--- src/hdl/erg_pkg.sv ---
// Shared constants, register codes and the divider-cell link type
// for the euclidean rhythm gate. No dependencies.
`timescale 1ns / 1ps
`default_nettype none

package erg_pkg;

    localparam int PHASE_BITS = 16;
    localparam int MAX_STEPS  = 64;
    localparam int IDX_W      = $clog2(MAX_STEPS);
    localparam int REM_W      = 7;
    localparam int NUM_W      = 6;
    localparam int MULT_W     = 4;
    localparam int DVD_W      = NUM_W + PHASE_BITS;
    localparam int QUO_W      = PHASE_BITS;
    localparam int AUX_W      = 2 * PHASE_BITS;
    localparam int OFF_CELLS  = DVD_W;
    localparam int MOD_CELLS  = IDX_W;
    localparam int PROD_W     = IDX_W + REM_W;
    localparam int FI_W       = PHASE_BITS + REM_W;
    localparam int DATA_W     = 32;
    localparam int PADDR_W    = 5;
    localparam int REG_IDX_W  = 3;

    typedef enum logic [REG_IDX_W-1:0] {
        REG_ENABLE      = 3'd0,
        REG_STEPS       = 3'd1,
        REG_PULSES      = 3'd2,
        REG_OFFSET_NUM  = 3'd3,
        REG_OFFSET_DEN  = 3'd4,
        REG_PHASE_MULT  = 3'd5,
        REG_PULSE_WIDTH = 3'd6
    } t_reg_idx;

    // One restoring-division step travels through the chain as this record.
    typedef struct packed {
        logic             valid;
        logic [REM_W-1:0] rem;
        logic [DVD_W-1:0] dvd;
        logic [QUO_W-1:0] quo;
        logic [AUX_W-1:0] aux;
    } t_div_link;

endpackage

`default_nettype wire

--- src/hdl/erg_if.sv ---
// Valid/ready channel interfaces for phase samples in and gate results out.
// Depends on erg_pkg.
`timescale 1ns / 1ps
`default_nettype none

interface erg_in_if;
    logic                            valid;
    logic                            ready;
    logic [erg_pkg::PHASE_BITS-1:0]  phase;

    modport source (output valid, output phase, input ready);
    modport sink   (input valid, input phase, output ready);
endinterface

interface erg_out_if;
    logic                            valid;
    logic                            ready;
    logic                            gate;
    logic [erg_pkg::IDX_W-1:0]       step_index;
    logic [erg_pkg::PHASE_BITS-1:0]  wrapped_phase;

    modport source (output valid, output gate, output step_index, output wrapped_phase,
                    input ready);
    modport sink   (input valid, input gate, input step_index, input wrapped_phase,
                    output ready);
endinterface

`default_nettype wire

--- src/hdl/euclidean_rhythm_gate_top.sv ---
// Top level of the euclidean rhythm gate: APB register file, offset divider
// chain, scale stages, modulo chain and output register.
// Depends on erg_pkg, erg_if, erg_div_cell and erg_scale.
`timescale 1ns / 1ps
`default_nettype none

// Takes one Q0.16 phase sample per transfer and returns one result per sample
// (gate, step_index, wrapped_phase), in order. Throughput is one sample per
// clock unless the output stalls; the stages are 22 cells of the offset divider
// chain, which works out floor(num*65536/den) one quotient bit per cell,
// three scale stages, six cells of the (i*k) mod n chain and the output
// register. Every stage only holds when the one after it is full and stalled,
// so samples keep flowing while a result waits at the output. Registers sit at
// byte address 4*i (enable, steps, pulses, offset_num, offset_den, phase_mult,
// pulse_width); write them only while no sample is in flight.
module euclidean_rhythm_gate_top (
    input  wire logic                          i_clk,
    input  wire logic                          i_rst_n,
    erg_in_if.sink                             i_in,
    erg_out_if.source                          o_out,
    input  wire logic                          psel,
    input  wire logic                          penable,
    input  wire logic                          pwrite,
    input  wire logic [erg_pkg::PADDR_W-1:0]   paddr,
    input  wire logic [erg_pkg::DATA_W-1:0]    pwdata,
    output logic      [erg_pkg::DATA_W-1:0]    prdata,
    output logic                               pready
);

    logic                              r_enable;
    logic [erg_pkg::REM_W-1:0]         r_steps;
    logic [erg_pkg::REM_W-1:0]         r_pulses;
    logic [erg_pkg::NUM_W-1:0]         r_offset_num;
    logic [erg_pkg::REM_W-1:0]         r_offset_den;
    logic [erg_pkg::MULT_W-1:0]        r_phase_mult;
    logic [erg_pkg::PHASE_BITS-1:0]    r_pulse_width;

    logic                              w_wr;
    erg_pkg::t_reg_idx                 w_idx;
    logic [erg_pkg::REM_W-1:0]         w_n;
    logic [erg_pkg::REM_W-1:0]         w_k;
    logic [erg_pkg::REM_W-1:0]         w_den;
    logic [erg_pkg::MULT_W-1:0]        w_mult;
    logic [erg_pkg::PHASE_BITS+erg_pkg::MULT_W-1:0] w_pm;

    erg_pkg::t_div_link                off_link [erg_pkg::OFF_CELLS+1];
    logic                              off_adv  [erg_pkg::OFF_CELLS+1];
    erg_pkg::t_div_link                mod_link [erg_pkg::MOD_CELLS+1];
    logic                              mod_adv  [erg_pkg::MOD_CELLS+1];

    logic                              r_out_valid;
    logic                              r_out_gate;
    logic [erg_pkg::IDX_W-1:0]         r_out_idx;
    logic [erg_pkg::PHASE_BITS-1:0]    r_out_phase;
    logic                              w_out_adv;
    logic [erg_pkg::IDX_W-1:0]         w_idx_val;
    logic [erg_pkg::PHASE_BITS-1:0]    w_frac;
    logic [erg_pkg::PHASE_BITS-1:0]    w_wrapped;
    logic                              w_gate;

    // ---------------- register file ----------------
    assign pready = 1'b1;
    assign w_wr   = psel && penable && pwrite && pready;
    assign w_idx  = erg_pkg::t_reg_idx'(paddr[erg_pkg::PADDR_W-1:2]);

    always_ff @(posedge i_clk) begin
        if (!i_rst_n) begin
            r_enable      <= 1'b0;
            r_steps       <= erg_pkg::REM_W'(1);
            r_pulses      <= erg_pkg::REM_W'(1);
            r_offset_num  <= '0;
            r_offset_den  <= erg_pkg::REM_W'(1);
            r_phase_mult  <= erg_pkg::MULT_W'(1);
            r_pulse_width <= erg_pkg::PHASE_BITS'(32768);
        end else if (w_wr) begin
            case (w_idx)
                erg_pkg::REG_ENABLE:      r_enable      <= pwdata[0];
                erg_pkg::REG_STEPS:       r_steps       <= pwdata[erg_pkg::REM_W-1:0];
                erg_pkg::REG_PULSES:      r_pulses      <= pwdata[erg_pkg::REM_W-1:0];
                erg_pkg::REG_OFFSET_NUM:  r_offset_num  <= pwdata[erg_pkg::NUM_W-1:0];
                erg_pkg::REG_OFFSET_DEN:  r_offset_den  <= pwdata[erg_pkg::REM_W-1:0];
                erg_pkg::REG_PHASE_MULT:  r_phase_mult  <= pwdata[erg_pkg::MULT_W-1:0];
                erg_pkg::REG_PULSE_WIDTH: r_pulse_width <= pwdata[erg_pkg::PHASE_BITS-1:0];
                default: ;
            endcase
        end
    end

    always_comb begin
        case (w_idx)
            erg_pkg::REG_ENABLE:      prdata = erg_pkg::DATA_W'(r_enable);
            erg_pkg::REG_STEPS:       prdata = erg_pkg::DATA_W'(r_steps);
            erg_pkg::REG_PULSES:      prdata = erg_pkg::DATA_W'(r_pulses);
            erg_pkg::REG_OFFSET_NUM:  prdata = erg_pkg::DATA_W'(r_offset_num);
            erg_pkg::REG_OFFSET_DEN:  prdata = erg_pkg::DATA_W'(r_offset_den);
            erg_pkg::REG_PHASE_MULT:  prdata = erg_pkg::DATA_W'(r_phase_mult);
            erg_pkg::REG_PULSE_WIDTH: prdata = erg_pkg::DATA_W'(r_pulse_width);
            default:                  prdata = '0;
        endcase
    end

    // clamp the register values into their legal ranges
    always_comb begin
        if (r_steps == '0) begin
            w_n = erg_pkg::REM_W'(1);
        end else if (r_steps > erg_pkg::REM_W'(erg_pkg::MAX_STEPS)) begin
            w_n = erg_pkg::REM_W'(erg_pkg::MAX_STEPS);
        end else begin
            w_n = r_steps;
        end
        if (r_pulses == '0) begin
            w_k = erg_pkg::REM_W'(1);
        end else if (r_pulses > w_n) begin
            w_k = w_n;
        end else begin
            w_k = r_pulses;
        end
        w_den  = (r_offset_den == '0) ? erg_pkg::REM_W'(1) : r_offset_den;
        w_mult = (r_phase_mult == '0) ? erg_pkg::MULT_W'(1) : r_phase_mult;
    end

    // ---------------- offset divider chain ----------------
    // Divide {num, 16 zeros} by den; the low quotient bits are the offset,
    // which also takes care of reducing num modulo den.
    assign w_pm = (erg_pkg::PHASE_BITS+erg_pkg::MULT_W)'(i_in.phase)
                * (erg_pkg::PHASE_BITS+erg_pkg::MULT_W)'(w_mult);

    always_comb begin
        off_link[0].valid = i_in.valid;
        off_link[0].rem   = '0;
        off_link[0].dvd   = {r_offset_num, {erg_pkg::PHASE_BITS{1'b0}}};
        off_link[0].quo   = '0;
        off_link[0].aux   = erg_pkg::AUX_W'(w_pm[erg_pkg::PHASE_BITS-1:0]);
    end

    assign i_in.ready = off_adv[0];

    for (genvar g = 0; g < erg_pkg::OFF_CELLS; g++) begin : g_off
        erg_div_cell u_cell (
            .i_clk     (i_clk),
            .i_rst_n   (i_rst_n),
            .i_divisor (w_den),
            .i_link    (off_link[g]),
            .i_adv     (off_adv[g+1]),
            .o_link    (off_link[g+1]),
            .o_adv     (off_adv[g])
        );
    end

    // ---------------- wrap, scale and pulse multiply ----------------
    erg_scale u_scale (
        .i_clk    (i_clk),
        .i_rst_n  (i_rst_n),
        .i_steps  (w_n),
        .i_pulses (w_k),
        .i_link   (off_link[erg_pkg::OFF_CELLS]),
        .i_adv    (mod_adv[0]),
        .o_link   (mod_link[0]),
        .o_adv    (off_adv[erg_pkg::OFF_CELLS])
    );

    // ---------------- (i*k) mod n chain ----------------
    for (genvar g = 0; g < erg_pkg::MOD_CELLS; g++) begin : g_mod
        erg_div_cell u_cell (
            .i_clk     (i_clk),
            .i_rst_n   (i_rst_n),
            .i_divisor (w_n),
            .i_link    (mod_link[g]),
            .i_adv     (mod_adv[g+1]),
            .o_link    (mod_link[g+1]),
            .o_adv     (mod_adv[g])
        );
    end

    // ---------------- output register ----------------
    assign w_out_adv                 = !r_out_valid || o_out.ready;
    assign mod_adv[erg_pkg::MOD_CELLS] = w_out_adv;

    always_comb begin
        w_idx_val = mod_link[erg_pkg::MOD_CELLS].rem[erg_pkg::IDX_W-1:0];
        w_frac    = mod_link[erg_pkg::MOD_CELLS].aux[erg_pkg::PHASE_BITS-1:0];
        w_wrapped = mod_link[erg_pkg::MOD_CELLS].aux[erg_pkg::PHASE_BITS +: erg_pkg::PHASE_BITS];
        w_gate    = ({1'b0, w_idx_val} < w_k) && (w_frac < r_pulse_width);
    end

    always_ff @(posedge i_clk) begin
        if (!i_rst_n) begin
            r_out_valid <= 1'b0;
        end else if (w_out_adv) begin
            r_out_valid <= mod_link[erg_pkg::MOD_CELLS].valid;
        end
    end

    // drop everything to zero while disabled
    always_ff @(posedge i_clk) begin
        if (w_out_adv) begin
            r_out_gate  <= r_enable && w_gate;
            r_out_idx   <= r_enable ? w_idx_val : '0;
            r_out_phase <= r_enable ? w_wrapped : '0;
        end
    end

    assign o_out.valid         = r_out_valid;
    assign o_out.gate          = r_out_gate;
    assign o_out.step_index    = r_out_idx;
    assign o_out.wrapped_phase = r_out_phase;

endmodule

`default_nettype wire

--- src/hdl/erg_div_cell.sv ---
// One registered restoring-division step: shift in a dividend bit, compare
// and subtract, shift a quotient bit into quo. Depends on erg_pkg.
`timescale 1ns / 1ps
`default_nettype none

module erg_div_cell (
    input  wire logic                      i_clk,
    input  wire logic                      i_rst_n,
    input  wire logic [erg_pkg::REM_W-1:0] i_divisor,
    input  wire erg_pkg::t_div_link        i_link,
    input  wire logic                      i_adv,
    output erg_pkg::t_div_link             o_link,
    output logic                           o_adv
);

    logic                      r_valid;
    erg_pkg::t_div_link        r_data;
    erg_pkg::t_div_link        n_data;
    logic [erg_pkg::REM_W:0]   w_trial;
    logic [erg_pkg::REM_W:0]   w_diff;
    logic                      w_ge;

    assign o_adv = !r_valid || i_adv;

    always_comb begin
        w_trial = {i_link.rem, i_link.dvd[erg_pkg::DVD_W-1]};
        w_diff  = w_trial - {1'b0, i_divisor};
        w_ge    = (w_trial >= {1'b0, i_divisor});
        n_data       = i_link;
        n_data.rem   = w_ge ? w_diff[erg_pkg::REM_W-1:0] : w_trial[erg_pkg::REM_W-1:0];
        n_data.dvd   = {i_link.dvd[erg_pkg::DVD_W-2:0], 1'b0};
        n_data.quo   = {i_link.quo[erg_pkg::QUO_W-2:0], w_ge};
    end

    always_ff @(posedge i_clk) begin
        if (!i_rst_n) begin
            r_valid <= 1'b0;
        end else if (o_adv) begin
            r_valid <= i_link.valid;
        end
    end

    always_ff @(posedge i_clk) begin
        if (o_adv) begin
            r_data <= n_data;
        end
    end

    always_comb begin
        o_link       = r_data;
        o_link.valid = r_valid;
    end

endmodule

`default_nettype wire

--- src/hdl/erg_scale.sv ---
// Three pipeline stages between the two divider chains: add the offset and
// wrap, scale by the step count, multiply by the pulse count. Depends on erg_pkg.
`timescale 1ns / 1ps
`default_nettype none

module erg_scale (
    input  wire logic                      i_clk,
    input  wire logic                      i_rst_n,
    input  wire logic [erg_pkg::REM_W-1:0] i_steps,
    input  wire logic [erg_pkg::REM_W-1:0] i_pulses,
    input  wire erg_pkg::t_div_link        i_link,
    input  wire logic                      i_adv,
    output erg_pkg::t_div_link             o_link,
    output logic                           o_adv
);

    logic                                r_a_valid;
    logic [erg_pkg::PHASE_BITS-1:0]      r_a_p;
    logic                                r_b_valid;
    logic [erg_pkg::PHASE_BITS-1:0]      r_b_p;
    logic [erg_pkg::PHASE_BITS-1:0]      r_b_frac;
    logic [erg_pkg::IDX_W-1:0]           r_b_i;
    logic                                r_c_valid;
    erg_pkg::t_div_link                  r_c_data;
    logic                                w_a_adv;
    logic                                w_b_adv;
    logic                                w_c_adv;
    logic [erg_pkg::FI_W-1:0]            w_fi;
    logic [erg_pkg::PROD_W-1:0]          w_prod;

    assign w_c_adv = !r_c_valid || i_adv;
    assign w_b_adv = !r_b_valid || w_c_adv;
    assign w_a_adv = !r_a_valid || w_b_adv;
    assign o_adv   = w_a_adv;

    // i stays below the step count because the wrapped phase is below one
    assign w_fi   = erg_pkg::FI_W'(r_a_p) * erg_pkg::FI_W'(i_steps);
    assign w_prod = erg_pkg::PROD_W'(r_b_i) * erg_pkg::PROD_W'(i_pulses);

    always_ff @(posedge i_clk) begin
        if (!i_rst_n) begin
            r_a_valid <= 1'b0;
            r_b_valid <= 1'b0;
            r_c_valid <= 1'b0;
        end else begin
            if (w_a_adv) r_a_valid <= i_link.valid;
            if (w_b_adv) r_b_valid <= r_a_valid;
            if (w_c_adv) r_c_valid <= r_b_valid;
        end
    end

    always_ff @(posedge i_clk) begin
        if (w_a_adv) begin
            r_a_p <= i_link.aux[erg_pkg::PHASE_BITS-1:0] + i_link.quo;
        end
        if (w_b_adv) begin
            r_b_p    <= r_a_p;
            r_b_frac <= w_fi[erg_pkg::PHASE_BITS-1:0];
            r_b_i    <= w_fi[erg_pkg::PHASE_BITS +: erg_pkg::IDX_W];
        end
        if (w_c_adv) begin
            // seed the modulo chain: upper product bits are already below n
            r_c_data.valid <= 1'b1;
            r_c_data.rem   <= w_prod[erg_pkg::IDX_W +: erg_pkg::REM_W];
            r_c_data.dvd   <= {w_prod[erg_pkg::IDX_W-1:0],
                               {(erg_pkg::DVD_W-erg_pkg::IDX_W){1'b0}}};
            r_c_data.quo   <= '0;
            r_c_data.aux   <= {r_b_p, r_b_frac};
        end
    end

    always_comb begin
        o_link       = r_c_data;
        o_link.valid = r_c_valid;
    end

endmodule

`default_nettype wire

--- src/flat_wrapper.sv ---
// flat-port wrapper written by rule: the top's interface ports become plain ports
module euclidean_rhythm_gate_top_flat 
  (i_clk, i_rst_n, psel, penable, pwrite, paddr, pwdata, prdata, pready, i_in_valid, i_in_phase, i_in_ready, o_out_valid, o_out_gate, o_out_step_index, o_out_wrapped_phase, o_out_ready);
  erg_in_if i_in_i ();
  erg_out_if o_out_i ();
  input  wire logic i_clk;
  input  wire logic i_rst_n;
  input  wire logic psel;
  input  wire logic penable;
  input  wire logic pwrite;
  input  wire logic [erg_pkg::PADDR_W-1:0] paddr;
  input  wire logic [erg_pkg::DATA_W-1:0] pwdata;
  output logic      [erg_pkg::DATA_W-1:0] prdata;
  output logic pready;
  input wire logic [$bits(i_in_i.valid)-1:0] i_in_valid;
  input wire logic [$bits(i_in_i.phase)-1:0] i_in_phase;
  output wire logic [$bits(i_in_i.ready)-1:0] i_in_ready;
  output wire logic [$bits(o_out_i.valid)-1:0] o_out_valid;
  output wire logic [$bits(o_out_i.gate)-1:0] o_out_gate;
  output wire logic [$bits(o_out_i.step_index)-1:0] o_out_step_index;
  output wire logic [$bits(o_out_i.wrapped_phase)-1:0] o_out_wrapped_phase;
  input wire logic [$bits(o_out_i.ready)-1:0] o_out_ready;
  assign i_in_i.valid = i_in_valid;
  assign i_in_i.phase = i_in_phase;
  assign i_in_ready = i_in_i.ready;
  assign o_out_valid = o_out_i.valid;
  assign o_out_gate = o_out_i.gate;
  assign o_out_step_index = o_out_i.step_index;
  assign o_out_wrapped_phase = o_out_i.wrapped_phase;
  assign o_out_i.ready = o_out_ready;
  euclidean_rhythm_gate_top u_core (.i_clk(i_clk), .i_rst_n(i_rst_n), .i_in(i_in_i), .o_out(o_out_i), .psel(psel), .penable(penable), .pwrite(pwrite), .paddr(paddr), .pwdata(pwdata), .prdata(prdata), .pready(pready));
endmodule
--- config.mk ---
export PLATFORM = sky130hd
export DESIGN_NAME = euclidean_rhythm_gate_top_flat
export DESIGN_NICKNAME = d
export VERILOG_FILES = /design/src/hdl/erg_pkg.sv /design/src/hdl/erg_if.sv /design/src/hdl/euclidean_rhythm_gate_top.sv /design/src/hdl/erg_div_cell.sv /design/src/hdl/erg_scale.sv /design/src/flat_wrapper.sv
export SDC_FILE = /design/constraint.sdc
export NUM_CORES = 2
export LEC_CHECK = 0
export ABC_AREA = 1
export BUFFER_PORTS_ARGS = -buffer_cell sky130_fd_sc_hd__clkbuf_2
export CAP_MARGIN = 10
export CORE_ASPECT_RATIO = 0.6
export CORE_UTILIZATION = 40
export CTS_BUF_LIST = sky130_fd_sc_hd__clkbuf_2 sky130_fd_sc_hd__clkbuf_4 sky130_fd_sc_hd__clkbuf_8
export CTS_CLUSTER_DIAMETER = 60
export DETAILED_ROUTE_END_ITERATION = 10
export GPL_TIMING_DRIVEN = 1
export HOLD_SLACK_MARGIN = 0.05
export PLACE_DENSITY = 0.53
export SLEW_MARGIN = 20
export SYNTH_ARGS = -nofsm -noshare
export SYNTH_HDL_FRONTEND = slang
export SYNTH_HIERARCHICAL = 1
export SYNTH_SLANG_ARGS = --single-unit
--- constraint.sdc ---
create_clock -name i_clk -period 95.5 [get_ports i_clk]
set_input_delay 9.55 -clock i_clk [delete_from_list [all_inputs] [get_ports i_clk]]
set_output_delay 9.55 -clock i_clk [all_outputs]
set_load 0.005 [all_outputs]
==> reports/metrics.cfg <==
[setup_path]
cp-startpoint=o_out_ready
required_ns=85.95
critPathLaunchType=primary input
cp_max_fo=43
crit_type=in -> out
end_kind=output pin
cp_slowest_cell=nand2_2
r2r_start=u_core/o_out.valid
crit_path_max_incr_delay_ns=0.80
r2r_end=u_core/g_off[0].u_cell/o_link[57]
rr_worst_depth=67
cp_data_arrival_time_ns=25.49
endpoint=i_in_ready
timing.reg2reg.setup_slack_ns=78.51
cpMostUsedCell=inv_1

[die]
io_pins=118
die-area_um2=159000
die_height_um=310
die_w_um=515
placementRows=112
core-area_um2=156000
start_util_pct=40.5

[logic_synthesis]
yosysWarnings=6
synth_area_per_cell_um2=11.2
netlist_instances=5658
syn_area_um2=63100

[placed_design]
place_ws_ns=58.30
io_buffers=82
dp.cells=7840
place_congestion=0.870
dpl.hpwl_mm=93.3

[power]
powerDensity_nw_per_um2=27.0
p_switching_mw=0.639
clockPowerShare_pct=24.3
pwr-share-comb_pct=28.3
seqPwrFrac_pct=47.4
ir_drop_mv=0.0125
p_sw_share_pct=33.7
p_int_mw=1.25
p_leak_nw=31.3

[route]
vias=38167
viasPerCell=4.66
wl_met3_mm=9.65
avgRoutedWirePerCell_um=16.4
drc=0
routed_wl_mm=134
dr.pass1.iters=6
wl_met1_mm=73.6
ant_nets=0
met2_length_mm=49.1
first_iter_violations=3182
maxUsedRoutingLayer=met4

[clock_network]
htreeDepth=4
ctsResizeCount=0
post_cts_buffers=0
clk_path_buf_depth=3
numClockSinks=1316
numCtsBuffers=189
clock_latency_ns=0.89
cts.hold.buffers_added=0
cts_tree=built
cts_root_buffer=clkbuf_8
clkTransAtPathRegs_ns=0.07

[cells_and_area]
fin_cells=8190
layout_common_cells=nand2_1, edfxtp_1, inv_1, nand3_1, ha_1
drive_above_1_share_pct=10.4
post-route-util_pct=44.9
nets=6439
layout_commonest_cell=nand2_1
synthToLayoutAreaGrowth_pct=11.1

[sta]
slew_headroom_pct=21.9
final-max-slew-violation-count=0
hold_viol=0
tightestPinTransition_ns=1.16
grt_setup_unrepaired=false
post-route-period-util_pct=36.7
min_period_ns=35.04
fmax_ghz=0.0285
skew_ns=0.0311
setup_ws_ns=60.46
tns_ns=0
setup_viol_count_final=0

[global_route]
track_usage_pct=17.0
overflow=0
grt_max_degree=79
grt_antenna_before_repair=6
grt_pass1_wl_mm=208
grt_pass1_vias=36194

[worst_hold_path]
hold_path.class=reg -> reg

[status]
status=finished, final reports clean

[run]
cap_violations=0

==> final cells by class <==
class                   instances  area (um2)
clock buffers                 244        3060
well taps                    2109        2640
diodes                          1        2.50
multi-input cells            3208       20100
clock inverters               105         856
fillers                     14490       85900
inverters                    1091        4100
repair buffers                116         666
flip-flops and latches       1316       38700
==> how the worst min path moves through the flow <==
stage	start	end	slack, ns	cells past startpoint
global route	u_core/g_off[16].u_cell/o_link[32]	u_core/g_off[17].u_cell/o_link[33]	0.40	0
CTS	u_core/g_off[16].u_cell/o_link[7]	u_core/g_off[17].u_cell/o_link[7]	0.39	0
global placement	u_core/g_off[2].u_cell/o_link[2]	u_core/g_off[3].u_cell/o_link[2]	0.40	0
floorplan	u_core/u_scale/o_link[0]	u_core/g_mod[0].u_cell/o_link[0]	0.40	0
finish	u_core/g_mod[1].u_cell/o_link[67]	u_core/g_mod[2].u_cell/o_link[68]	0.39	0
detailed placement	u_core/u_scale/o_link[15]	u_core/g_mod[0].u_cell/o_link[15]	0.40	0
==> power by group through the flow <==
stage | Clock, mW | Combinational (mW) | Sequential [mW]
after global placement | 0 | 0.520 | 0.907
after global routing | 0.502 | 0.614 | 0.911
final | 0.461 | 0.535 | 0.898
after floorplan | 0 | 0.417 | 0.862
after CTS | 0.478 | 0.532 | 0.898
after detailed placement | 0 | 0.529 | 0.908
==> worst max-delay path: cells and delay by family <==
family | cells | cell delay, ns
simple gates | 32 | 10.34
buf+inv | 37 | 5.45
==> registers in the layout, summed over array words and instances, names as in the netlist, 22 cells and up <==
signal	count
u_core/u_scale/o_link	45
u_core/g_off.u_cell/o_link	866
u_core/g_off.u_cell/r_valid	22
u_core/g_mod.u_cell/o_link	248
==> layer usage <==
metal | track usage, % | vias to the layer above
li1 | - | 19082
met1 | 27.9 | 18011
met2 | 21.8 | 917
met3 | 4.02 | 157
met4 | 4.26 | 0
met5 | 0 | -
==> metrics by stage <==
step,power [mW],area [um2],hold WS (ns)
floorplan,1.28,63300,0.400
global placement,1.43,66200,0.401
detailed placement,1.44,66200,0.405
CTS,1.91,70100,0.394
global route,2.03,70100,0.399
finish,1.89,70100,0.392
Note: power is estimated with default switching activity, not from simulation.
